### config.mk
export PLATFORM = sky130hd
export DESIGN_NAME = wrpm_ring
export DESIGN_NICKNAME = d
export VERILOG_FILES = /design/src/hw/rtl/wrpm_pkg.sv /design/src/hw/rtl/wrpm_ring.sv
export SDC_FILE = /design/constraint.sdc
export NUM_CORES = 1
export LEC_CHECK = 0
export BUFFER_PORTS_ARGS = -buffer_cell sky130_fd_sc_hd__buf_2
export CAP_MARGIN = 20
export CORE_MARGIN = 2
export CORE_UTILIZATION = 57
export CTS_BUF_LIST = sky130_fd_sc_hd__clkbuf_16
export CTS_CLUSTER_DIAMETER = 200
export CTS_CLUSTER_SIZE = 14
export DETAILED_ROUTE_END_ITERATION = 12
export PLACE_DENSITY = 0.76
export RECOVER_POWER = 25
export SLEW_MARGIN = 20
export SYNTH_ARGS = -nofsm -noshare
export SYNTH_HDL_FRONTEND = slang
export SYNTH_SLANG_ARGS = --single-unit
### constraint.sdc
create_clock -name clk -period 1.86 [get_ports clk]
set_clock_uncertainty 0.2 [all_clocks]
set_input_delay 0.372 -clock clk [delete_from_list [all_inputs] [get_ports clk]]
set_output_delay 0.372 -clock clk [all_outputs]
set_load 0.02 [all_outputs]
### src/hw/rtl/wrpm_pkg.sv
`default_nettype none
// ----------------------------------------------------------------------------
// wrpm_pkg
// Shared types, constants and the root table for the window rms / peak meter.
// ----------------------------------------------------------------------------
package wrpm_pkg;

    localparam int unsigned WRPM_WINDOW = 100;

    localparam int unsigned DB_W      = 16;
    localparam int unsigned LIN_W     = 17;
    localparam int unsigned SQ_W      = 2 * LIN_W;
    localparam int unsigned MANT_W    = 32;
    localparam int unsigned ROOT_W    = 31;
    localparam int unsigned NUM_ROOTS = 16;

    typedef logic signed [DB_W-1:0] db_t;
    typedef logic [LIN_W-1:0]       lin_t;
    typedef logic [MANT_W-1:0]      mant_t;
    typedef logic [NUM_ROOTS-1:0][ROOT_W-1:0] root_tab_t;

    // log2(10) / 20 in Q24
    localparam logic [21:0] LOG_K    = 22'd2786635;
    localparam lin_t        LIN_MAX  = 17'h1FFFF;
    localparam mant_t       MANT_ONE = 32'h4000_0000;

    typedef struct packed {
        logic busy;
        logic done;
    } unit_stat_t;

    function automatic logic [63:0] wrpm_isqrt64(input logic [63:0] v);
        logic [63:0] x;
        logic [63:0] res;
        logic [63:0] bitv;
        x    = v;
        res  = '0;
        bitv = 64'h4000_0000_0000_0000;
        for (int i = 0; i < 32; i++)
        begin
            if (x >= res + bitv)
            begin
                x   = x - (res + bitv);
                res = (res >> 1) + bitv;
            end
            else
            begin
                res = res >> 1;
            end
            bitv = bitv >> 2;
        end
        return res;
    endfunction

    // 2^(2^-(k+1)) in q30, each by floor square root of the previous one
    function automatic root_tab_t wrpm_build_roots();
        root_tab_t   tab;
        logic [63:0] r;
        r = 64'd1 << 31;
        for (int k = 0; k < NUM_ROOTS; k++)
        begin
            r      = wrpm_isqrt64(r << 30);
            tab[k] = r[ROOT_W-1:0];
        end
        return tab;
    endfunction

endpackage
`default_nettype wire

### src/hw/rtl/wrpm_ring.sv
`default_nettype none
// ----------------------------------------------------------------------------
// wrpm_ring
// Sample ring memory, one write and one registered read per cycle. Entries
// at or above the fill count read as zero.
// ----------------------------------------------------------------------------
module wrpm_ring
    import wrpm_pkg::*;
#(
    parameter int unsigned WINDOW = WRPM_WINDOW
)
(
    input  wire logic                       clk,
    input  wire logic                       rst_n,
    input  wire logic                       wr_en,
    input  wire logic [$clog2(WINDOW)-1:0]  wr_addr,
    input  wire lin_t                       wr_data,
    input  wire logic [$clog2(WINDOW)-1:0]  rd_addr,
    output lin_t                            rd_data
);

    localparam int unsigned FW = $clog2(WINDOW + 1);

    lin_t          mem [WINDOW];
    lin_t          rd_raw_reg;
    logic [FW-1:0] fill_reg;
    logic          hit_reg;

    always_ff @(posedge clk)
    begin
        if (wr_en)
            mem[wr_addr] <= wr_data;
        rd_raw_reg <= mem[rd_addr];
    end

    // writes run in slot order from zero, so a fill count marks written slots
    always_ff @(posedge clk or negedge rst_n)
    begin
        if (!rst_n)
        begin
            fill_reg <= '0;
            hit_reg  <= 1'b0;
        end
        else
        begin
            if (wr_en && (fill_reg != FW'(WINDOW)))
                fill_reg <= fill_reg + 1'b1;
            hit_reg <= (FW'(rd_addr) < fill_reg);
        end
    end

    assign rd_data = hit_reg ? rd_raw_reg : '0;

endmodule
`default_nettype wire
==> metrics.txt <==
Worst Hold Class input pin to flop; Leak 25.03 nW; Avg WL per Cell 36.12 um; All-Layer GR Usage 29.62%; Final Hold Vio Count 0; syn_area_per_cell 23.41 um^2; Setup WS pre-CTS -1.670 ns; area delta synth->final 18.87%; Initial DRC Count 4859; top-area cell type share of the netlist area 77.27%; Yosys warning count 0; ys async rst share 0.4638%; Inserted Clock Buffers 141; Max-cap violations 0; crit-path cells mux4_2 -> mux4_2 -> a221oi_2 -> buf_4 -> a211oi_2; initial antenna violation count 14; Tightest Pin Transition 1.383 ns; initial core utilization 57.62%; Crit path largest cell delay 0.59 ns; buffers added on ports 50; fin crit period 2.422 ns; Synth Area in Compound Gates 1.807%; Mapped Nets 2864; Startpoint Class flop; CP Capture Type flop; hold_ws 0.09622 ns; max-slew violation count 0; Ports 51; Post-Route WL 176800 um; pin count of the biggest net entering global routing 101; grt ovf 0; CP required 2.27 ns; most common cell after layout, fill and taps aside edfxtp_1; period utilization 130.2%; die width 344.4 um; flops & latches, synth 1725; post-route setup slack -0.5625 ns; drc violations 0; most used cell, CP mux4_2; Core Box Area 114700 um^2; Final nets 3381; CTS root buf clkbuf_16; Max-slew headroom 7.811%; slowest CP cell mux4_2; Inst Count DP 4649; Worst Path Max Fanout 1; GPL Wtd Cong 0.9699; simple logic cell fraction of the synthesized area 1.460%; placement-stage cell area 73100 um^2; Worst-Skew Late Latency 0.76 ns; area leader, netlist edfxtp_1; H-tree depth 4; Post-Synth Adder-Cell Area 0.1515%; critical path type flop to flop; fin area 78530 um^2; detailed-route via count 33580; layout cells sized above 1 39.26%; Clock Pin Slew Worst Setup and Hold Paths 0.07 ns; pwr/cell area 968.9 nW/um^2; fmax 412.8 MHz; mux contribution to synthesized area 17.09%; Layout Cells excl Fill 4894; sequential share of the synthesized area 78.09%; Post-synth top flop edfxtp_1; vias in the first global route 33790; Post-Syn Area 66060 um^2; failing checks negative setup slack; Worst VDD drop 0.8653 mV; CTS tree built; synth top area cells edfxtp_1 (77%), mux4_2 (16%), mux2i_1 (1.2%); Mapped Cells 2822; DP Wirelength 102100 um; Die Area 118600 um^2; # clock sinks 1725; first-pass GRT wire length 246000 um; Via density 6.861; status complete, but fails checks; DIE HEIGHT 344.4 um; unrepaired setup endpoints after global routing true; Antenna Violating Nets Remaining 0; Distinct cells, synth 37; Util after Layout 68.49%; Critical Path AT 2.83 ns; commonest non-fill, non-tap cells in the layout edfxtp_1 (1700), mux4_2 (467), buf_4 (245); max reg flops 1700; clock buffer depth 3; 1st-pass router iterations 5; Final setup viols 202; number of synthesized flops with an enable pin 1700; # rows 124; largest family of logic cells by synthesized area multiplexers; Synth Area in XOR/XNOR 0.07955%
worst paths after layout:
kind,endpoint,start,depth (start not counted),slack [ns]
max,rd_raw_reg[14]$_DFF_P_,mem[83][14]$_DFFE_PP_,5,-0.56
min,rd_raw_reg[13]$_DFF_P_,rd_addr[5],4,0.1
max reg2reg,rd_raw_reg[14]$_DFF_P_,mem[83][14]$_DFFE_PP_,5,-0.56
min reg2reg,fill_reg[5]$_DFFE_PN0P_,fill_reg[5]$_DFFE_PN0P_,1,0.32
max in group asynchronous,hit_reg$_DFF_PN0_,rst_n,3,0.69
min in group asynchronous,fill_reg[0]$_DFFE_PN0P_,rst_n,3,0.47
timing repair:
action | 4_1_cts | 5_1_grt
hold buffers | 21 | 0
cloned | 3 | 5
hold endpoints to repair | 708 | 0
resized for setup | 192 | 68
setup endpoints to repair | 34 | 469
pin swaps | 32 | 21
buffers inserted | 9 | 30
synthesized netlist by cell type, types with 12 or more instances:
cell      instances
a211oi_1         27
a21oi_1          31
a221oi_1         37
and2_1           20
buf_2            33
buf_4            23
buf_6            20
clkbuf_1         64
dfxtp_1          17
edfxtp_1       1700
mux2i_1          77
mux4_2          467
nand2_1          35
nor2_1          104
nor2b_1          22
o21ai_0          12
o22ai_1          17
logic make-up (layout without fill, tap and decap cells):
group           count (synthesis)  after routing
flops                        1725           1725
mux                           544            544
simple gates                  212            212
compound gates                168            168
buf+inv                       159            712
fa+ha+maj                       8              8
xor+xnor                        6              6
other cells                     0              7
worst max-delay path, delay by kind of cell (launching register included):
family | cells | cell delay, ns
flip-flops | 1 | 0.39
buffers and inverters | 1 | 0.19
AO/OA/AOI/OAI | 2 | 0.39
multiplexers | 2 | 1.11
metal layers:
| metal | wire length [um] | share of wire (%) | up-vias | global-route usage, % |
|---|---|---|---|---|
| met1 | 60870 | 34 | 17710 | 40.67 |
| met3 | 20980 | 12 | 406 | 6.581 |
| li1 | - | - | 13060 | - |
| met2 | 86630 | 49 | 2391 | 47.09 |
| met5 | 51 | 0.029 | - | 0 |
| met4 | 8223 | 4.7 | 8 | 11.62 |
metrics by stage:
| stage | setup TNS [ns] | total power, mW |
|---|---|---|
| global route | -20.58 | 77.72 |
| global placement | -310.93 | 49.02 |
| detailed placement | -346.27 | 49.24 |
| floorplan | -524.42 | 46.50 |
| CTS | -14.49 | 75.86 |
| finish | -18.68 | 76.09 |
power breakdown:
| group | total (mW) | internal, mW | leakage [nW] | switching [mW] |
|---|---|---|---|---|
| clock | 26.7 | 13.8 | 1.96 | 12.9 |
| combinational | 6.29 | 2.69 | 7.55 | 3.60 |
| sequential | 43.1 | 42.9 | 15.5 | 0.189 |
cell type report:
cell class / count / area [um^2]
sequential: 1725 / 51590
fill: 6328 / 36130
tap: 1512 / 1892
timing repair buffer: 524 / 6275
inverter: 9 / 33.78
clock inverter: 35 / 201.4
antenna: 7 / 17.52
multi-input combinational: 938 / 14920
clock buffer: 144 / 3603
Power figures use the tool's default switching activity.
