`config.mk`:
```
export PLATFORM = sky130hd
export DESIGN_NAME = wrpm_conv
export DESIGN_NICKNAME = d
export VERILOG_FILES = /design/src/hw/rtl/wrpm_pkg.sv /design/src/hw/rtl/wrpm_conv.sv
export SDC_FILE = /design/constraint.sdc
export NUM_CORES = 2
export LEC_CHECK = 0
export ABC_AREA = 1
export BUFFER_PORTS_ARGS = -buffer_cell sky130_fd_sc_hd__buf_2
export CORE_MARGIN = 2
export CORE_UTILIZATION = 67
export CTS_BUF_LIST = sky130_fd_sc_hd__clkbuf_16
export DETAILED_ROUTE_END_ITERATION = 7
export GPL_ROUTABILITY_DRIVEN = 0
export PLACE_DENSITY = 0.84
export SYNTH_ARGS = -nofsm -noshare
export SYNTH_HDL_FRONTEND = slang
export SYNTH_SLANG_ARGS = --single-unit
```
`constraint.sdc`:
```
create_clock -name clk -period 11.4 [get_ports clk]
set_input_delay 1.14 -clock clk [delete_from_list [all_inputs] [get_ports clk]]
set_output_delay 1.14 -clock clk [all_outputs]
set_load 0.01 [all_outputs]
```
`src/hw/rtl/wrpm_pkg.sv`:
```
`default_nettype none
// ----------------------------------------------------------------------------
// wrpm_pkg
// Shared types, constants and the root table for the window rms / peak meter.
// ----------------------------------------------------------------------------
package wrpm_pkg;

    localparam int unsigned WRPM_WINDOW = 100;

    localparam int unsigned DB_W      = 16;
    localparam int unsigned LIN_W     = 17;
    localparam int unsigned SQ_W      = 2 * LIN_W;
    localparam int unsigned MANT_W    = 32;
    localparam int unsigned ROOT_W    = 31;
    localparam int unsigned NUM_ROOTS = 16;

    typedef logic signed [DB_W-1:0] db_t;
    typedef logic [LIN_W-1:0]       lin_t;
    typedef logic [MANT_W-1:0]      mant_t;
    typedef logic [NUM_ROOTS-1:0][ROOT_W-1:0] root_tab_t;

    // log2(10) / 20 in Q24
    localparam logic [21:0] LOG_K    = 22'd2786635;
    localparam lin_t        LIN_MAX  = 17'h1FFFF;
    localparam mant_t       MANT_ONE = 32'h4000_0000;

    typedef struct packed {
        logic busy;
        logic done;
    } unit_stat_t;

    function automatic logic [63:0] wrpm_isqrt64(input logic [63:0] v);
        logic [63:0] x;
        logic [63:0] res;
        logic [63:0] bitv;
        x    = v;
        res  = '0;
        bitv = 64'h4000_0000_0000_0000;
        for (int i = 0; i < 32; i++)
        begin
            if (x >= res + bitv)
            begin
                x   = x - (res + bitv);
                res = (res >> 1) + bitv;
            end
            else
            begin
                res = res >> 1;
            end
            bitv = bitv >> 2;
        end
        return res;
    endfunction

    // 2^(2^-(k+1)) in q30, each by floor square root of the previous one
    function automatic root_tab_t wrpm_build_roots();
        root_tab_t   tab;
        logic [63:0] r;
        r = 64'd1 << 31;
        for (int k = 0; k < NUM_ROOTS; k++)
        begin
            r      = wrpm_isqrt64(r << 30);
            tab[k] = r[ROOT_W-1:0];
        end
        return tab;
    endfunction

endpackage
`default_nettype wire

```
`src/hw/rtl/wrpm_conv.sv`:
```
`default_nettype none
// ----------------------------------------------------------------------------
// wrpm_conv
// Iterative dB (q8.8) to linear (q1.16) converter, one root product a cycle.
// ----------------------------------------------------------------------------
module wrpm_conv
    import wrpm_pkg::*;
(
    input  wire logic       clk,
    input  wire logic       rst_n,
    input  wire logic       start,
    input  wire db_t        code,
    output lin_t            lin,
    output unit_stat_t      stat
);

    localparam logic [1:0] S_IDLE = 2'd0;
    localparam logic [1:0] S_LOG  = 2'd1;
    localparam logic [1:0] S_ITER = 2'd2;
    localparam logic [1:0] S_OUT  = 2'd3;

    localparam root_tab_t ROOTS = wrpm_build_roots();

    logic [1:0]  state_reg;
    logic [3:0]  k_reg;
    logic        done_reg;
    logic        sat_reg;
    logic        zero_reg;
    logic [4:0]  sh_reg;
    logic [15:0] f16_reg;
    mant_t       mant_reg;
    lin_t        lin_reg;

    logic signed [38:0] prod_db;
    logic [38:0]        u;
    logic [5:0]         ip;
    logic [63:0]        prod;
    logic [63:0]        rnd;
    logic [32:0]        vsum;
    logic [32:0]        vshift;
    lin_t               lin_next;

    // log2 of amplitude, offset so the integer part is never negative
    assign prod_db = $signed(code) * $signed({1'b0, LOG_K});
    assign u       = $unsigned(prod_db) + {2'b01, 37'd0};
    assign ip      = u[37:32];

    always_comb
    begin
        prod = 64'(mant_reg) * 64'(ROOTS[k_reg]);
        rnd  = prod + (64'd1 << 29);
    end

    always_comb
    begin
        vsum   = 33'(mant_reg) + (33'd1 << (sh_reg - 5'd1));
        vshift = vsum >> sh_reg;
        if (sat_reg)
            lin_next = LIN_MAX;
        else if (zero_reg)
            lin_next = '0;
        else if (vshift > 33'(LIN_MAX))
            lin_next = LIN_MAX;
        else
            lin_next = vshift[LIN_W-1:0];
    end

    always_ff @(posedge clk or negedge rst_n)
    begin
        if (!rst_n)
        begin
            state_reg <= S_IDLE;
            k_reg     <= '0;
            done_reg  <= 1'b0;
        end
        else
        begin
            done_reg <= 1'b0;
            case (state_reg)
                S_IDLE:
                begin
                    if (start)
                        state_reg <= S_LOG;
                end
                S_LOG:
                begin
                    k_reg     <= '0;
                    state_reg <= S_ITER;
                end
                S_ITER:
                begin
                    k_reg <= k_reg + 4'd1;
                    if (k_reg == 4'd15)
                        state_reg <= S_OUT;
                end
                S_OUT:
                begin
                    done_reg  <= 1'b1;
                    state_reg <= S_IDLE;
                end
                default:
                begin
                    state_reg <= S_IDLE;
                end
            endcase
        end
    end

    always_ff @(posedge clk)
    begin
        case (state_reg)
            S_LOG:
            begin
                sat_reg  <= (ip >= 6'd33);
                zero_reg <= (ip <= 6'd14);
                sh_reg   <= 5'(6'd46 - ip);
                f16_reg  <= u[31:16];
                mant_reg <= MANT_ONE;
            end
            S_ITER:
            begin
                if (f16_reg[~k_reg])
                    mant_reg <= rnd[61:30];
            end
            S_OUT:
            begin
                lin_reg <= lin_next;
            end
            default:
            begin
            end
        endcase
    end

    assign lin       = lin_reg;
    assign stat.busy = (state_reg != S_IDLE);
    assign stat.done = done_reg;

endmodule
`default_nettype wire

```
==> metrics <==
initial antenna violation count=5; hold buffer count at CTS=0; Worst path slowest cell=nand2_1; Setup CP Type=flip-flop to flip-flop; vias in the first global route=40.6k; drt first-iter violations=4888; Post-DP HPWL=113 mm; Root Driver=clkbuf_16; r2r endpoint=mant_reg[21]; Routed Antenna Nets=0; Clock Skews=11.6 ps; average wire per standard cell=21.6 um; Die X=262 um; die height=262 um; Hold Vio Cnt, Final=0; failing checks=design-rule violations; Max H-tree Level=3; post-CTS setup buffers=0; clock period minus final worst setup slack=10000 ps; Sink Count=79; GRT overflow=0; Setup TNS=0 ps; # setup viols final=0; CTS tree=yes; Yosys reg bits=79; io pins=38; Residual DRC=3; largest net degree at the start of global routing=46; DRT Wirelength=141 mm; nets=7093; vias=39.3k; Resized cells post-CTS=0; Rows=94; Worst Path Arrival=10140 ps; synth warn=0; Worst Reg2Reg Path Length in Cells=35; R2R Path Start=k_reg[0]; crit path launch=k_reg[0]; GRT Total Usage=0.417; pre-CTS setup slack=1910 ps; utilization after layout=0.700; Core Area=0.0659 mm2; Post-Syn Area=0.0447 mm2; Hold WS=601 ps; die area=0.0688 mm2; layout cell share with drive strength beyond 1=0.0339; fmax=0.100 GHz; Slew @ Worst Pin=1240 ps; Clock Path Buffers=2; number of port buffers=37; synthesized net count=7171; first-pass GRT wire length=220 mm; synthesized area per cell=7.82 um2; main flop type after synthesis=edfxtp_1; Slew headroom=0.173; startpoint types=flip-flop; Max Cap Viol=0; Post-Synthesis Cells=5714; Seq/Total Area, Yosys=0.0523; Starting Density=0.678; CP peak stage delay=750 ps; Top cell by count, worst path=inv_1; flop-to-flop setup slack=1400 ps; Area Growth Syn to Fin=3.18%; drt first pass iters=8; commonest non-fill, non-tap cell in the layout=inv_1; Worst setup EP type=flip-flop; Final period util=0.877; Setup crit end=mant_reg[21]; most frequent cells in the layout=inv_1, nand2_1, fa_1; via density per instance=6.04; Skew-Pair Late Insertion Delay=380 ps; RSZ-0062 raised after global routing=false; number of synthesized flops with an enable pin=72; CP max FO=18; ys async rst share=0.0886; number of buffers created by CTS=9; worst path required time=11540 ps; Max Slew Vio Count=0; Fill cells=5098; max reg flops=32; Worst Slack Setup Final=1400 ps; worst hold path type=primary input to asynchronous set/reset pin; status=finished, violations left; Distinct cells, synth=53; clock transition at the registers of the reported paths=70 ps
-- cells in the mapped netlist, types with 22 or more instances --
cell / count / area share
edfxtp_1: 72 / 0.048
a21oi_1: 181 / 0.020
clkbuf_1: 177 / 0.015
nand4_1: 41 / 0.0057
nand2_1: 1015 / 0.085
a31oi_1: 26 / 0.0036
xnor2_1: 22 / 0.0043
inv_1: 1359 / 0.11
fa_1: 922 / 0.41
nor2_1: 785 / 0.066
clkinv_1: 26 / 0.0022
xor2_1: 28 / 0.0055
nand3_1: 216 / 0.024
o21ai_0: 121 / 0.014
ha_1: 516 / 0.14
-- how the worst min path moves through the flow --
stage,start,endpoint,slack (ps),depth (start not counted)
global route,rst_n,state_reg[1],610,1
detailed placement,state_reg[1],state_reg[1],620,2
finish,rst_n,state_reg[1],600,1
floorplan,state_reg[1],state_reg[1],570,2
CTS,rst_n,state_reg[1],600,1
global placement,state_reg[1],state_reg[1],610,2
-- metal layers --
layer  global-route usage  routed length (um)  vias to the layer above
li1                     -                   -                    16900
met1                0.504               47100                    18700
met2                0.625               59700                     2917
met3                0.168               22300                      815
met4                0.260               11700                        6
met5                    0                  39                        -
-- critical path, delay by kind of cell (launching register included) --
kind	cells	cell delay (ps)
compound gates	5	880
simple gates	10	1990
fa+ha+maj	10	4430
flops	1	700
buf+inv	10	1750
-- layout make-up --
type	count	area (um2)	area share
Antenna cell	7	17.5	0.000380
Clock buffer	9	225	0.00488
Clock inverter	7	113	0.00244
Inverter	1394	5230	0.113
Multi-Input combinational cell	4034	36300	0.787
Sequential cell	79	2340	0.0507
Tap cell	864	1080	0.0234
Timing Repair Buffer	118	793	0.0172
-- kinds of logic (layout without fill, tap and decap cells) --
family | count (synthesis) | in the layout | share of synthesized area
compound gates | 407 | 407 | 0.0507
fa+ha+maj | 1438 | 1438 | 0.558
simple gates | 2138 | 2138 | 0.194
mux | 1 | 1 | 0.000224
buf+inv | 1601 | 1528 | 0.136
xor+xnor | 50 | 50 | 0.00980
flops | 79 | 79 | 0.0523
other cells | 0 | 7 | 0
-- stage by stage --
step / area, um2 / cells
2_1_floorplan: 44700 / 5714
3_3_place_gp: 45800 / 6489
3_5_place_dp: 45800 / 6489
4_1_cts: 46100 / 6505
5_1_grt: 46100 / 6505
6_report: 46100 / 6512
Power is not shown: default switching activity piles up to over one toggle a cycle in this logic, so the estimate is an artifact.
