--- src/hw/rtl/wrpm_pkg.sv ---
`default_nettype none
// ----------------------------------------------------------------------------
// wrpm_pkg
// Shared types, constants and the root table for the window rms / peak meter.
// ----------------------------------------------------------------------------
package wrpm_pkg;

    localparam int unsigned WRPM_WINDOW = 100;

    localparam int unsigned DB_W      = 16;
    localparam int unsigned LIN_W     = 17;
    localparam int unsigned SQ_W      = 2 * LIN_W;
    localparam int unsigned MANT_W    = 32;
    localparam int unsigned ROOT_W    = 31;
    localparam int unsigned NUM_ROOTS = 16;

    typedef logic signed [DB_W-1:0] db_t;
    typedef logic [LIN_W-1:0]       lin_t;
    typedef logic [MANT_W-1:0]      mant_t;
    typedef logic [NUM_ROOTS-1:0][ROOT_W-1:0] root_tab_t;

    // log2(10) / 20 in Q24
    localparam logic [21:0] LOG_K    = 22'd2786635;
    localparam lin_t        LIN_MAX  = 17'h1FFFF;
    localparam mant_t       MANT_ONE = 32'h4000_0000;

    typedef struct packed {
        logic busy;
        logic done;
    } unit_stat_t;

    function automatic logic [63:0] wrpm_isqrt64(input logic [63:0] v);
        logic [63:0] x;
        logic [63:0] res;
        logic [63:0] bitv;
        x    = v;
        res  = '0;
        bitv = 64'h4000_0000_0000_0000;
        for (int i = 0; i < 32; i++)
        begin
            if (x >= res + bitv)
            begin
                x   = x - (res + bitv);
                res = (res >> 1) + bitv;
            end
            else
            begin
                res = res >> 1;
            end
            bitv = bitv >> 2;
        end
        return res;
    endfunction

    // 2^(2^-(k+1)) in q30, each by floor square root of the previous one
    function automatic root_tab_t wrpm_build_roots();
        root_tab_t   tab;
        logic [63:0] r;
        r = 64'd1 << 31;
        for (int k = 0; k < NUM_ROOTS; k++)
        begin
            r      = wrpm_isqrt64(r << 30);
            tab[k] = r[ROOT_W-1:0];
        end
        return tab;
    endfunction

endpackage
`default_nettype wire

--- src/hw/rtl/wrpm_rms.sv ---
`default_nettype none
// ----------------------------------------------------------------------------
// wrpm_rms
// Root of the window mean: digit-by-digit square root of sum / window with no
// divide, testing root^2 * window against the sum, one root bit per cycle.
// ----------------------------------------------------------------------------
module wrpm_rms
    import wrpm_pkg::*;
#(
    parameter int unsigned WINDOW = WRPM_WINDOW,
    parameter int unsigned SUM_W  = SQ_W + $clog2(WRPM_WINDOW)
)
(
    input  wire logic             clk,
    input  wire logic             rst_n,
    input  wire logic             start,
    input  wire logic [SUM_W-1:0] sum,
    output lin_t                  rms,
    output unit_stat_t            stat
);

    localparam int unsigned TW = SUM_W + 2;
    localparam int unsigned CW = $clog2(LIN_W);

    localparam logic [TW-1:0] SQ_INIT = TW'(WINDOW) << (2 * (LIN_W - 1));

    localparam logic S_IDLE = 1'b0;
    localparam logic S_SQRT = 1'b1;

    logic          state_reg;
    logic [CW-1:0] cnt_reg;
    logic          done_reg;
    logic [TW-1:0] rem_reg;
    logic [TW-1:0] lin_term_reg;
    logic [TW-1:0] sq_term_reg;
    lin_t          root_reg;

    logic [TW-1:0] trial;
    logic          rbit;

    // rem is sum - root^2 * window, lin_term is window * root * 2^(k+1),
    // sq_term is window * 4^k for the bit k under test
    always_comb
    begin
        trial = lin_term_reg + sq_term_reg;
        rbit  = (rem_reg >= trial);
    end

    always_ff @(posedge clk or negedge rst_n)
    begin
        if (!rst_n)
        begin
            state_reg <= S_IDLE;
            cnt_reg   <= '0;
            done_reg  <= 1'b0;
        end
        else
        begin
            done_reg <= 1'b0;
            case (state_reg)
                S_IDLE:
                begin
                    if (start)
                    begin
                        cnt_reg   <= CW'(LIN_W - 1);
                        state_reg <= S_SQRT;
                    end
                end
                S_SQRT:
                begin
                    cnt_reg <= cnt_reg - 1'b1;
                    if (cnt_reg == '0)
                    begin
                        done_reg  <= 1'b1;
                        state_reg <= S_IDLE;
                    end
                end
                default:
                begin
                    state_reg <= S_IDLE;
                end
            endcase
        end
    end

    always_ff @(posedge clk)
    begin
        case (state_reg)
            S_IDLE:
            begin
                rem_reg      <= TW'(sum);
                lin_term_reg <= '0;
                sq_term_reg  <= SQ_INIT;
                if (start)
                    root_reg <= '0;
            end
            S_SQRT:
            begin
                sq_term_reg <= sq_term_reg >> 2;
                if (rbit)
                begin
                    rem_reg      <= rem_reg - trial;
                    lin_term_reg <= (lin_term_reg >> 1) + sq_term_reg;
                    root_reg     <= {root_reg[LIN_W-2:0], 1'b1};
                end
                else
                begin
                    lin_term_reg <= lin_term_reg >> 1;
                    root_reg     <= {root_reg[LIN_W-2:0], 1'b0};
                end
            end
            default:
            begin
            end
        endcase
    end

    assign rms       = root_reg;
    assign stat.busy = (state_reg != S_IDLE);
    assign stat.done = done_reg;

endmodule
`default_nettype wire

--- config.mk ---
export PLATFORM = sky130hd
export DESIGN_NAME = wrpm_rms
export DESIGN_NICKNAME = d
export VERILOG_FILES = /design/src/hw/rtl/wrpm_pkg.sv /design/src/hw/rtl/wrpm_rms.sv
export SDC_FILE = /design/constraint.sdc
export NUM_CORES = 1
export LEC_CHECK = 0
export BUFFER_PORTS_ARGS = -buffer_cell sky130_fd_sc_hd__buf_2
export CAP_MARGIN = 20
export CORE_ASPECT_RATIO = 2
export CORE_MARGIN = 1
export CORE_UTILIZATION = 61
export DETAILED_ROUTE_END_ITERATION = 12
export HOLD_SLACK_MARGIN = 0.15
export PLACE_DENSITY = 0.8
export SLEW_MARGIN = 0
export SYNTH_ARGS = -nofsm -noshare
export SYNTH_HDL_FRONTEND = slang
export SYNTH_SLANG_ARGS = --single-unit
--- constraint.sdc ---
create_clock -name clk -period 7.8 [get_ports clk]
set_input_delay 1.56 -clock clk [delete_from_list [all_inputs] [get_ports clk]]
set_output_delay 1.56 -clock clk [all_outputs]
set_load 0.1 [all_outputs]
==> flow_metrics.tcl, run 1 <==
set metrics [dict create \
    outcome "finished clean" \
    drt-initial-drc-count 591 \
    relative_slew_slack_pct 42.9 \
    crit_path_start "lin_term_reg[0]" \
    synth.net_count 1533 \
    starting_density_of_the_core_pct 62.0 \
    setup.worst_path.start_class "flip-flop" \
    r2r_setup_slack_ps 1690 \
    clkSlewWorstSetupHoldPaths_ps 60 \
    syn-cell-area_sq_um 12000 \
    postCtsHoldBufs 0 \
    max_cap_violations 0 \
    numCtsBuffers 17 \
    critPathMaxFanout 43 \
    grt_setup_unrepaired "no" \
    final.min_clock_period_ps 6110 \
    post_route_ant_nets 0 \
    drc 0 \
    firstDrtPassIters 5 \
    initial_antenna_violation_count 0 \
    cts_tree "built" \
    ioPinCount 63 \
    post-dp-hpwl_microns 24700 \
    synth-seq-cells 147 \
    stdcell_area_sq_um 13000 \
    route.detailed.wl_per_inst_microns 19.3 \
    wire_length_of_the_first_global_routing_pass_microns 50800 \
    crit_type "flip-flop to flip-flop" \
    nNetsFinal 1561 \
    average_vias_per_placed_instance 6.38 \
    yosysMostFrequentCell "sky130_fd_sc_hd__ha_1" \
    timing_max_transition_violations_final 0 \
    grt_start_max_net_pins 67 \
    final.setup.tns_ps 0 \
    synth_area_leaders "sky130_fd_sc_hd__edfxtp_1 (15%), sky130_fd_sc_hd__dfxtp_1 (13%), sky130_fd_sc_hd__ha_1 (13%)" \
    worst_hold_slack_ps 482 \
    final-seq-area_sq_um 3580 \
    layout_worst_path_cycle_share_pct 78.4 \
    cts_num_sinks 147 \
    endpoint_of_the_worst_register_to_register_path "rem_reg[10]" \
    vias_in_the_first_global_route 10816 \
    report.final.hold_viol_count 0 \
    post_synth_num_cell_types 74 \
    worst-r2r-cell-count 20 \
    worst_ep_arrival_time_ps 6200 \
    yosysWarnings 0 \
    wl_microns 32100 \
    post_cts.resized_instances 0 \
    min-delay-start "lin_term_reg[38]" \
    async_set_or_reset_register_ratio_after_synthesis_pct 4.76 \
    post_dp_cell_area_sq_um 12400 \
    timing.critical_path.to_type "flip-flop" \
    yosysTopAreaCell "sky130_fd_sc_hd__edfxtp_1" \
    max_freq_mhz 164 \
    gr-total-overflow 0 \
    die_width_microns 101 \
    htree_num_levels 4 \
    area_delta_synth_final_pct 8.58 \
    crit-reg2reg-launch "lin_term_reg[0]" \
    yosys_most_used_dff "sky130_fd_sc_hd__dfxtp_1" \
    worst_ep_required_time_ps 7880 \
    synth_enable_flop_cells 60 \
    num_vias 10624 \
    multi_input_gate_area_sq_um 8020 \
    whs_endpoint "lin_term_reg[37]" \
    syn-instance-count 1365 \
    coreArea_sq_um 19300 \
    ctsLongestPathBuffers 2 \
    skew_pair_late_insertion_delay_ps 450 \
    grt_use_total_pct 33.0 \
    finalWeightedCongestion 0.962 \
    post_route_cells_drive_above_1_share_pct 10.0 \
    die_area_sq_um 20200 \
    ys_seq_area_share_pct 29.9 \
    ctsRootBufferMaster "sky130_fd_sc_hd__clkbuf_16" \
    skew_ps 7.78 \
    timing.hold.worst.class "flip-flop to flip-flop" \
    syn_area_per_cell_sq_um 8.76 \
    max_slew.worst_pin.slew_ps 835 \
    nFillCells 1622 \
    synth_top_area_share_pct 15.1 \
    rows 72 \
    io_buffers 62 \
    final-setup-viol-count 0 \
    hold_depth 2 \
    antenna_cells 0 \
    die_h_microns 200 \
    yosys-top-cells-count "sky130_fd_sc_hd__ha_1 (121), sky130_fd_sc_hd__a21oi_1 (117), sky130_fd_sc_hd__nor2_1 (94)" \
    post-cts-setup-buffers 0 \
]
==> worst max-delay path by stage <==
stage / endpoint / slack [ps] / depth (start not counted)
after CTS: lin_term_reg[42] / 1770 / 21
final: rem_reg[10] / 1690 / 20
after detailed placement: rem_reg[8] / 1820 / 20
after global routing: lin_term_reg[35] / 1340 / 21
after global placement: rem_reg[12] / 1990 / 20
after floorplan: rem_reg[0] / 2120 / 19
==> per-stage QoR <==
stage               utilization (%)  std cells  worst slack, ps
finish                         67.3       1665             1690
global route                   67.3       1665             1340
CTS                            67.3       1665             1770
detailed placement             64.3       1633             1820
global placement               64.3       1633             1990
floorplan                         -       1365             2120
==> cell usage in the layout (no fill, tap or decap), types with 8 or more instances in the layout <==
master / instances
sky130_fd_sc_hd__clkbuf_16: 17
sky130_fd_sc_hd__a21o_1: 92
sky130_fd_sc_hd__mux2_2: 29
sky130_fd_sc_hd__nand3_1: 24
sky130_fd_sc_hd__dfxtp_1: 80
sky130_fd_sc_hd__buf_2: 62
sky130_fd_sc_hd__nand3b_1: 8
sky130_fd_sc_hd__a31oi_1: 16
sky130_fd_sc_hd__nor2_1: 94
sky130_fd_sc_hd__edfxtp_1: 60
sky130_fd_sc_hd__nor3_1: 19
sky130_fd_sc_hd__nor2b_1: 15
sky130_fd_sc_hd__ha_1: 121
sky130_fd_sc_hd__nand2_1: 85
sky130_fd_sc_hd__and2_1: 63
sky130_fd_sc_hd__o21ai_0: 88
sky130_fd_sc_hd__inv_1: 34
sky130_fd_sc_hd__o22ai_1: 8
sky130_fd_sc_hd__o21bai_1: 16
sky130_fd_sc_hd__a21oi_1: 117
sky130_fd_sc_hd__nand2b_1: 16
sky130_fd_sc_hd__mux2i_1: 29
sky130_fd_sc_hd__and3_1: 22
sky130_fd_sc_hd__o211ai_1: 8
sky130_fd_sc_hd__xor2_1: 45
sky130_fd_sc_hd__nand4_1: 25
sky130_fd_sc_hd__xnor2_1: 59
sky130_fd_sc_hd__a211oi_1: 20
==> cell families after synthesis <==
logic type               share of synthesized area, %
AO/OA/AOI/OAI                                    23.9
XOR/XNOR                                         7.62
buffers and inverters                            3.07
AND/OR/NAND/NOR                                  17.2
multiplexers                                     5.16
adder cells (fa/ha/maj)                          13.2
flip-flops                                       29.9
==> cell type report <==
cell class                      instances  area share [%]
Multi-Input combinational cell       1125            61.8
Sequential cell                       147            27.6
Tap cell                              259            2.50
Clock inverter                         14            1.12
Inverter                               35            1.01
Clock buffer                           18            3.31
Timing Repair Buffer                   67            2.68
==> worst max-delay path: stages (launching register included) <==
cell and delay, ps:
sky130_fd_sc_hd__dfxtp_1 310, sky130_fd_sc_hd__ha_1 220, sky130_fd_sc_hd__fa_1 430, sky130_fd_sc_hd__a211oi_1 310, sky130_fd_sc_hd__o211a_1 230, sky130_fd_sc_hd__nor2_1 80
sky130_fd_sc_hd__a211oi_1 240, sky130_fd_sc_hd__o21ai_0 190, sky130_fd_sc_hd__a311o_1 410, sky130_fd_sc_hd__a2111oi_0 600, sky130_fd_sc_hd__nor4b_1 150, sky130_fd_sc_hd__xnor2_1 160
sky130_fd_sc_hd__ha_1 300, sky130_fd_sc_hd__nand2_1 140, sky130_fd_sc_hd__or4_1 540, sky130_fd_sc_hd__o41ai_1 330, sky130_fd_sc_hd__nor3_1 150, sky130_fd_sc_hd__o41ai_4 80
sky130_fd_sc_hd__nor2_1 210, sky130_fd_sc_hd__inv_1 110, sky130_fd_sc_hd__buf_4 510
==> metal layers <==
metal / GRT usage, % / vias to the layer above / part of all wire (%)
met2: 64.5 / 345 / 55
met1: 28.6 / 4992 / 33
met4: 28.2 / 0 / 8.1
met3: 4.35 / 159 / 3.6
met5: 0 / - / 0
li1: - / 5128 / -
Power of run 1 is not shown: default switching activity piles up to over one toggle a cycle in this logic, so the estimate is an artifact.
==> run 2: changes to the inputs <==
- ABC_AREA: unset -> 1
- PLACE_DENSITY: 0.8 -> 0.79
- clock period: 7.8 -> 6.4 ns (I/O delays scaled with it)
==> run 2 against run 1 <==
Critical path depth increased by 1; routed wire length increased by 51%; die area increased by 15%; area after synthesis increased by 16%; synthesized cell count increased by 64%; register-to-register slack got worse by 430 ps; first-iteration DRC count increased by 88%; cell count increased by 55%.
==> flow_metrics.tcl, run 2 <==
set metrics [dict create \
    post_route_ant_nets 0 \
    max_freq_mhz 194 \
    grt_use_total_pct 43.5 \
    gr-total-overflow 0 \
    max_cap_violations 0 \
    nFillCells 2051 \
    crit-reg2reg-launch "sq_term_reg[0]" \
    vias_in_the_first_global_route 15292 \
    post_route_cells_drive_above_1_share_pct 5.00 \
    async_set_or_reset_register_ratio_after_synthesis_pct 4.76 \
    final.min_clock_period_ps 5140 \
    critical_path_s_most_frequent_cell "sky130_fd_sc_hd__nand2_1" \
    route.detailed.wl_per_inst_microns 18.7 \
    numCtsBuffers 17 \
    final.setup.worst_slack_ps 1260 \
    htree_num_levels 4 \
    worst-r2r-cell-count 21 \
    critical-path-max-stage-delay_ps 640 \
    timing.hold.worst.class "flip-flop to flip-flop" \
    wire_length_of_the_first_global_routing_pass_microns 76200 \
    finalWeightedCongestion 1.11 \
    drc 0 \
    hold_depth 2 \
    numPlacedInstances 2546 \
    post_synth_num_cell_types 42 \
    setup.worst_path.start_class "flip-flop" \
    skew_pair_late_insertion_delay_ps 460 \
    timing.critical_path.to_type "flip-flop" \
    ys_seq_area_share_pct 25.9 \
    final.setup.tns_ps 0 \
    yosys-top-cells-count "sky130_fd_sc_hd__nand2_1 (800), sky130_fd_sc_hd__inv_1 (313), sky130_fd_sc_hd__nor2_1 (238)" \
    synth.net_count 2401 \
    nNetsFinal 2457 \
    critical_path_buf_inv_count 2 \
    initial_antenna_violation_count 0 \
    yosysMostFrequentCell "sky130_fd_sc_hd__nand2_1" \
    yosys_most_used_dff "sky130_fd_sc_hd__dfxtp_1" \
    timing_max_transition_violations_final 0 \
    area_delta_synth_final_pct 7.89 \
    cts_tree "built" \
    synth_area_leaders "sky130_fd_sc_hd__nand2_1 (22%), sky130_fd_sc_hd__edfxtp_1 (13%), sky130_fd_sc_hd__dfxtp_1 (12%)" \
    ioPinCount 63 \
    syn_area_per_cell_sq_um 6.18 \
    antenna_cells 0 \
    multi_input_gate_area_sq_um 8880 \
    firstDrtPassIters 6 \
    cp_top_family "simple AND/OR/NAND/NOR gates" \
    detailedPlace.worstSlack_ps 1370 \
    die_h_microns 215 \
    post-cts-setup-buffers 0 \
    yosysTopAreaCell "sky130_fd_sc_hd__nand2_1" \
    syn-cell-area_sq_um 13800 \
    outcome "finished clean" \
    postCtsHoldBufs 0 \
    average_vias_per_placed_instance 5.81 \
    final-setup-viol-count 0 \
    worst_ep_required_time_ps 6490 \
    io_buffers 62 \
    clkSlewWorstSetupHoldPaths_ps 60 \
    post-dp-hpwl_microns 38200 \
    critPathSlowestCell "sky130_fd_sc_hd__nor3_1" \
    synth_top_area_share_pct 21.8 \
    final-seq-area_sq_um 3580 \
    ctsRootBufferMaster "sky130_fd_sc_hd__clkbuf_16" \
    synth_enable_flop_cells 60 \
    skew_ps 12.6 \
    layout_worst_path_cycle_share_pct 80.4 \
    final_common_cell "sky130_fd_sc_hd__nand2_1" \
    num_vias 14989 \
    post_cts.resized_instances 0 \
    starting_density_of_the_core_pct 62.3 \
    cp_cell_sequence "ha_1, fa_1, nand3_1, nand2_1, a21o_1, nand3_1, nand3_1, nand2_1, nand2_1, nand2_1, nand2_1, ha_1, nand4_1, nor3_1, nand3_1, nand2_1, nor2_2, nand2_8, nor2_4, inv_1, buf_4" \
    report.final.hold_viol_count 0 \
    die_area_sq_um 23300 \
    die_width_microns 108 \
    rows 77 \
    critPathMaxFanout 43 \
    layout.cells.most_common_list "sky130_fd_sc_hd__nand2_1 (800), sky130_fd_sc_hd__inv_1 (312), sky130_fd_sc_hd__nor2_1 (238), sky130_fd_sc_hd__a21oi_1 (146), sky130_fd_sc_hd__ha_1 (121)" \
    grt_start_max_net_pins 68 \
    worst_ep_arrival_time_ps 5230 \
    layoutNonFillerInstCount 2578 \
    cts_num_sinks 147 \
    relative_slew_slack_pct 28.3 \
    coreArea_sq_um 22200 \
    yosysWarnings 0 \
    wl_microns 48300 \
    whs_endpoint "lin_term_reg[37]" \
    r2r_setup_slack_ps 1260 \
    syn-instance-count 2233 \
    ctsLongestPathBuffers 2 \
    grt_setup_unrepaired "no" \
    synth-seq-cells 147 \
    max_slew.worst_pin.slew_ps 1060 \
    min-delay-start "lin_term_reg[38]" \
    endpoint_of_the_worst_register_to_register_path "rem_reg[17]" \
    drt-initial-drc-count 1110 \
    crit_type "flip-flop to flip-flop" \
]
[run 2: cell type report]
| class | instances | share of cell area, % |
|---|---|---|
| inverters | 314 | 7.95 |
| clock inverters | 12 | 0.622 |
| clock buffers | 20 | 3.15 |
| repair buffers | 66 | 2.28 |
| flip-flops and latches | 147 | 24.0 |
| multi-input cells | 1743 | 59.6 |
| well taps | 276 | 2.32 |
[run 2: kinds of logic (layout without fill, tap and decap cells)]
logic type	Yosys count	count (layout)	synth area share [%]
adder cells (fa/ha/maj)	124	124	11.4
XOR/XNOR	74	74	4.69
flip-flops	147	147	25.9
buffers and inverters	343	412	9.72
AO/OA/AOI/OAI	320	320	12.5
AND/OR/NAND/NOR	1225	1225	35.7
[run 2: metrics by stage]
| stage | utilization, % | hold slack [ps] | instance area [sq um] |
|---|---|---|---|
| global route | 67.2 | 486 | 14900 |
| finish | 67.2 | 468 | 14900 |
| CTS | 67.2 | 466 | 14900 |
| floorplan | - | 429 | 13800 |
| global placement | 64.7 | 443 | 14300 |
| detailed placement | 64.7 | 445 | 14300 |
[run 2: worst max-delay path by stage]
stage,startpoint,endpoint,depth (start not counted)
2_1_floorplan,lin_term_reg[0],rem_reg[0],23
3_3_place_gp,sq_term_reg[0],rem_reg[10],21
3_5_place_dp,sq_term_reg[0],rem_reg[10],21
4_1_cts,sq_term_reg[0],rem_reg[0],21
5_1_grt,sq_term_reg[0],rem_reg[17],21
6_report,sq_term_reg[0],rem_reg[17],21
[run 2: routing by layer]
layer | routed length (microns) | up-vias | GRT usage [%] | part of all wire (%)
li1 | - | 7257 | - | -
met1 | 15900 | 6728 | 40.1 | 33
met2 | 23900 | 703 | 76.0 | 50
met3 | 3120 | 301 | 9.74 | 6.5
met4 | 5360 | 0 | 41.3 | 11
met5 | 0 | - | 0 | 0
[run 2: worst register-to-register path, cell delays in order (launching register included)]
cell and delay [ps]:
sky130_fd_sc_hd__dfxtp_1 310, sky130_fd_sc_hd__ha_1 300, sky130_fd_sc_hd__fa_1 570, sky130_fd_sc_hd__nand3_1 130, sky130_fd_sc_hd__nand2_1 150, sky130_fd_sc_hd__a21o_1 270, sky130_fd_sc_hd__nand3_1 110, sky130_fd_sc_hd__nand3_1 200
sky130_fd_sc_hd__nand2_1 150, sky130_fd_sc_hd__nand2_1 50, sky130_fd_sc_hd__nand2_1 50, sky130_fd_sc_hd__nand2_1 60, sky130_fd_sc_hd__ha_1 460, sky130_fd_sc_hd__nand4_1 200, sky130_fd_sc_hd__nor3_1 640, sky130_fd_sc_hd__nand3_1 150
sky130_fd_sc_hd__nand2_1 130, sky130_fd_sc_hd__nor2_2 70, sky130_fd_sc_hd__nand2_8 110, sky130_fd_sc_hd__nor2_4 40, sky130_fd_sc_hd__inv_1 70, sky130_fd_sc_hd__buf_4 490
Power of run 2 is left out for the same reason.
==> run 3: changes to the inputs <==
- clock period: 6.4 -> 4.9 ns (I/O delays scaled with it)
==> run 3 against run 2 <==
Setup slack lost 1000 ps; flip-flop and latch count is the same; clock-buffer cell count grew 4; global-route usage shrank 0.28 points; critical path type unchanged; highest routed layer unchanged.
==> flow_metrics.tcl, run 3 (synthesis gave the netlist of run 2 again) <==
set metrics [dict create \
    post-cts-setup-buffers 0 \
    starting_density_of_the_core_pct 62.3 \
    initial_antenna_violation_count 0 \
    ctsLongestPathBuffers 2 \
    grt_use_total_pct 43.2 \
    ctsRootBufferMaster "sky130_fd_sc_hd__clkbuf_16" \
    grt_met3_use_pct 10.7 \
    critical-path-max-stage-delay_ps 470 \
    crit-reg2reg-launch "sq_term_reg[0]" \
    rows 77 \
    outcome "finished clean" \
    drt-initial-drc-count 1072 \
    layout_worst_path_cycle_share_pct 95.4 \
    finalWeightedCongestion 1.06 \
    die_h_microns 215 \
    skew_pair_late_insertion_delay_ps 450 \
    worst_ep_required_time_ps 5030 \
    timing.critical_path.to_type "flip-flop" \
    gr-total-overflow 0 \
    critPathSlowestCell "sky130_fd_sc_hd__fa_2" \
    busiest_layer "met2" \
    multi_input_gate_area_sq_um 8890 \
    endpoint_of_the_worst_register_to_register_path "rem_reg[2]" \
    die_width_microns 108 \
    final-setup-viol-count 0 \
    max_slew.worst_pin.slew_ps 836 \
    report.final.hold_viol_count 0 \
    post_route_cells_drive_above_1_share_pct 5.00 \
    io_buffers 62 \
    antenna_cells 0 \
    num_vias 14971 \
    r2r_setup_slack_ps 230 \
    area_delta_synth_final_pct 8.40 \
    clkSlewWorstSetupHoldPaths_ps 70 \
    relative_slew_slack_pct 43.6 \
    final.min_clock_period_ps 4670 \
    wl_microns 48000 \
    nFillCells 2191 \
    crit_path_start "sq_term_reg[0]" \
    gr-usage-met2_pct 74.4 \
    final.setup.tns_ps 0 \
    cp_top_family "simple AND/OR/NAND/NOR gates" \
    crit_type "flip-flop to flip-flop" \
    firstDrtPassIters 7 \
    average_vias_per_placed_instance 5.81 \
    post_route_ant_nets 0 \
    use_met1_pct 41.1 \
    drc 0 \
    timing.hold.worst.class "input port to async pin" \
    coreArea_sq_um 22200 \
    setup.worst_path.start_class "flip-flop" \
    post-dp-hpwl_microns 37900 \
    timing_max_transition_violations_final 0 \
    die_area_sq_um 23300 \
    grt_start_max_net_pins 67 \
    htree_num_levels 4 \
    nNetsFinal 2457 \
    final-seq-area_sq_um 3580 \
    route.detailed.wl_per_inst_microns 18.6 \
    wire_length_of_the_first_global_routing_pass_microns 75400 \
    max_freq_mhz 214 \
    skew_ps 8.57 \
    critical_path_s_most_frequent_cell "sky130_fd_sc_hd__nand2_1" \
    worst_ep_arrival_time_ps 4810 \
    ioPinCount 63 \
    numCtsBuffers 17 \
    worst-path-stages 24 \
    critical_path_buf_inv_count 2 \
    max_cap_violations 0 \
    final_common_cell "sky130_fd_sc_hd__nand2_1" \
    setup.worst_path.end "rem_reg[2]" \
    worst-r2r-cell-count 24 \
    cp_cell_sequence "ha_1, fa_2, nand3_1, nand2_1, nand2_1, nand2_1, nand4_1, nand3_1, nand3_1, nand2_1, nand2_1, nand2_1, ha_1, nand2_1, nor2_1, nand2_1, nor2_1, nand3_1, nand2_1, nor2_2, nand2_8, nor2_4, inv_1, buf_12" \
    vias_in_the_first_global_route 15143 \
    grt_setup_unrepaired "no" \
    layout.cells.most_common_list "sky130_fd_sc_hd__nand2_1 (800), sky130_fd_sc_hd__inv_1 (312), sky130_fd_sc_hd__nor2_1 (238), sky130_fd_sc_hd__a21oi_1 (146), sky130_fd_sc_hd__ha_1 (121)" \
    critPathMaxFanout 43 \
    cts_num_sinks 147 \
    cts_tree "built" \
]
-- run 3: changes by cell type in the layout (fill, tap and decap cells not counted), sizes merged --
| cell | delta |
|---|---|
| clkinvlp | -2 |
| inv | -2 |
| clkinv | -1 |
| clkbuf | +4 |
| bufinv | +1 |
-- run 3: through the flow --
stage	util, %	setup slack, ps	hold slack [ps]	instance area, sq um	instances
floorplan	-	632	429	13800	2233
global placement	64.7	300	442	14300	2546
detailed placement	64.7	274	454	14300	2546
CTS	67.5	266	355	15000	2578
global route	67.5	26.2	364	15000	2578
finish	67.5	226	358	15000	2578
-- run 3: worst min-delay path by stage --
stage,startpoint,endpoint,depth (start not counted)
after floorplan,cnt_reg[4],done_reg,1
after global placement,sq_term_reg[22],sq_term_reg[20],2
after detailed placement,lin_term_reg[36],lin_term_reg[35],2
after CTS,rst_n,cnt_reg[4],1
after global routing,rst_n,cnt_reg[0],1
final,rst_n,cnt_reg[4],1
-- run 3: area by class of cell --
cell class / instances / area share [%]
multi-input cells: 1743 / 59.4
repair buffers: 66 / 2.38
clock buffers: 24 / 3.50
clock inverters: 8 / 0.560
well taps: 276 / 2.31
flip-flops and latches: 147 / 23.9
inverters: 314 / 7.91
-- run 3: what timing repair did --
item	4_1_cts	5_1_grt
endpoints found under the setup margin	0	83
hold buffers	0	0
gates resized for setup	0	3
-- run 3: layer usage --
| layer | wire length, microns | vias to the layer above |
|---|---|---|
| li1 | - | 7257 |
| met1 | 16100 | 6778 |
| met2 | 23800 | 651 |
| met3 | 3210 | 285 |
| met4 | 4860 | 0 |
| met5 | 0 | - |
Power of run 3 is left out for the same reason.
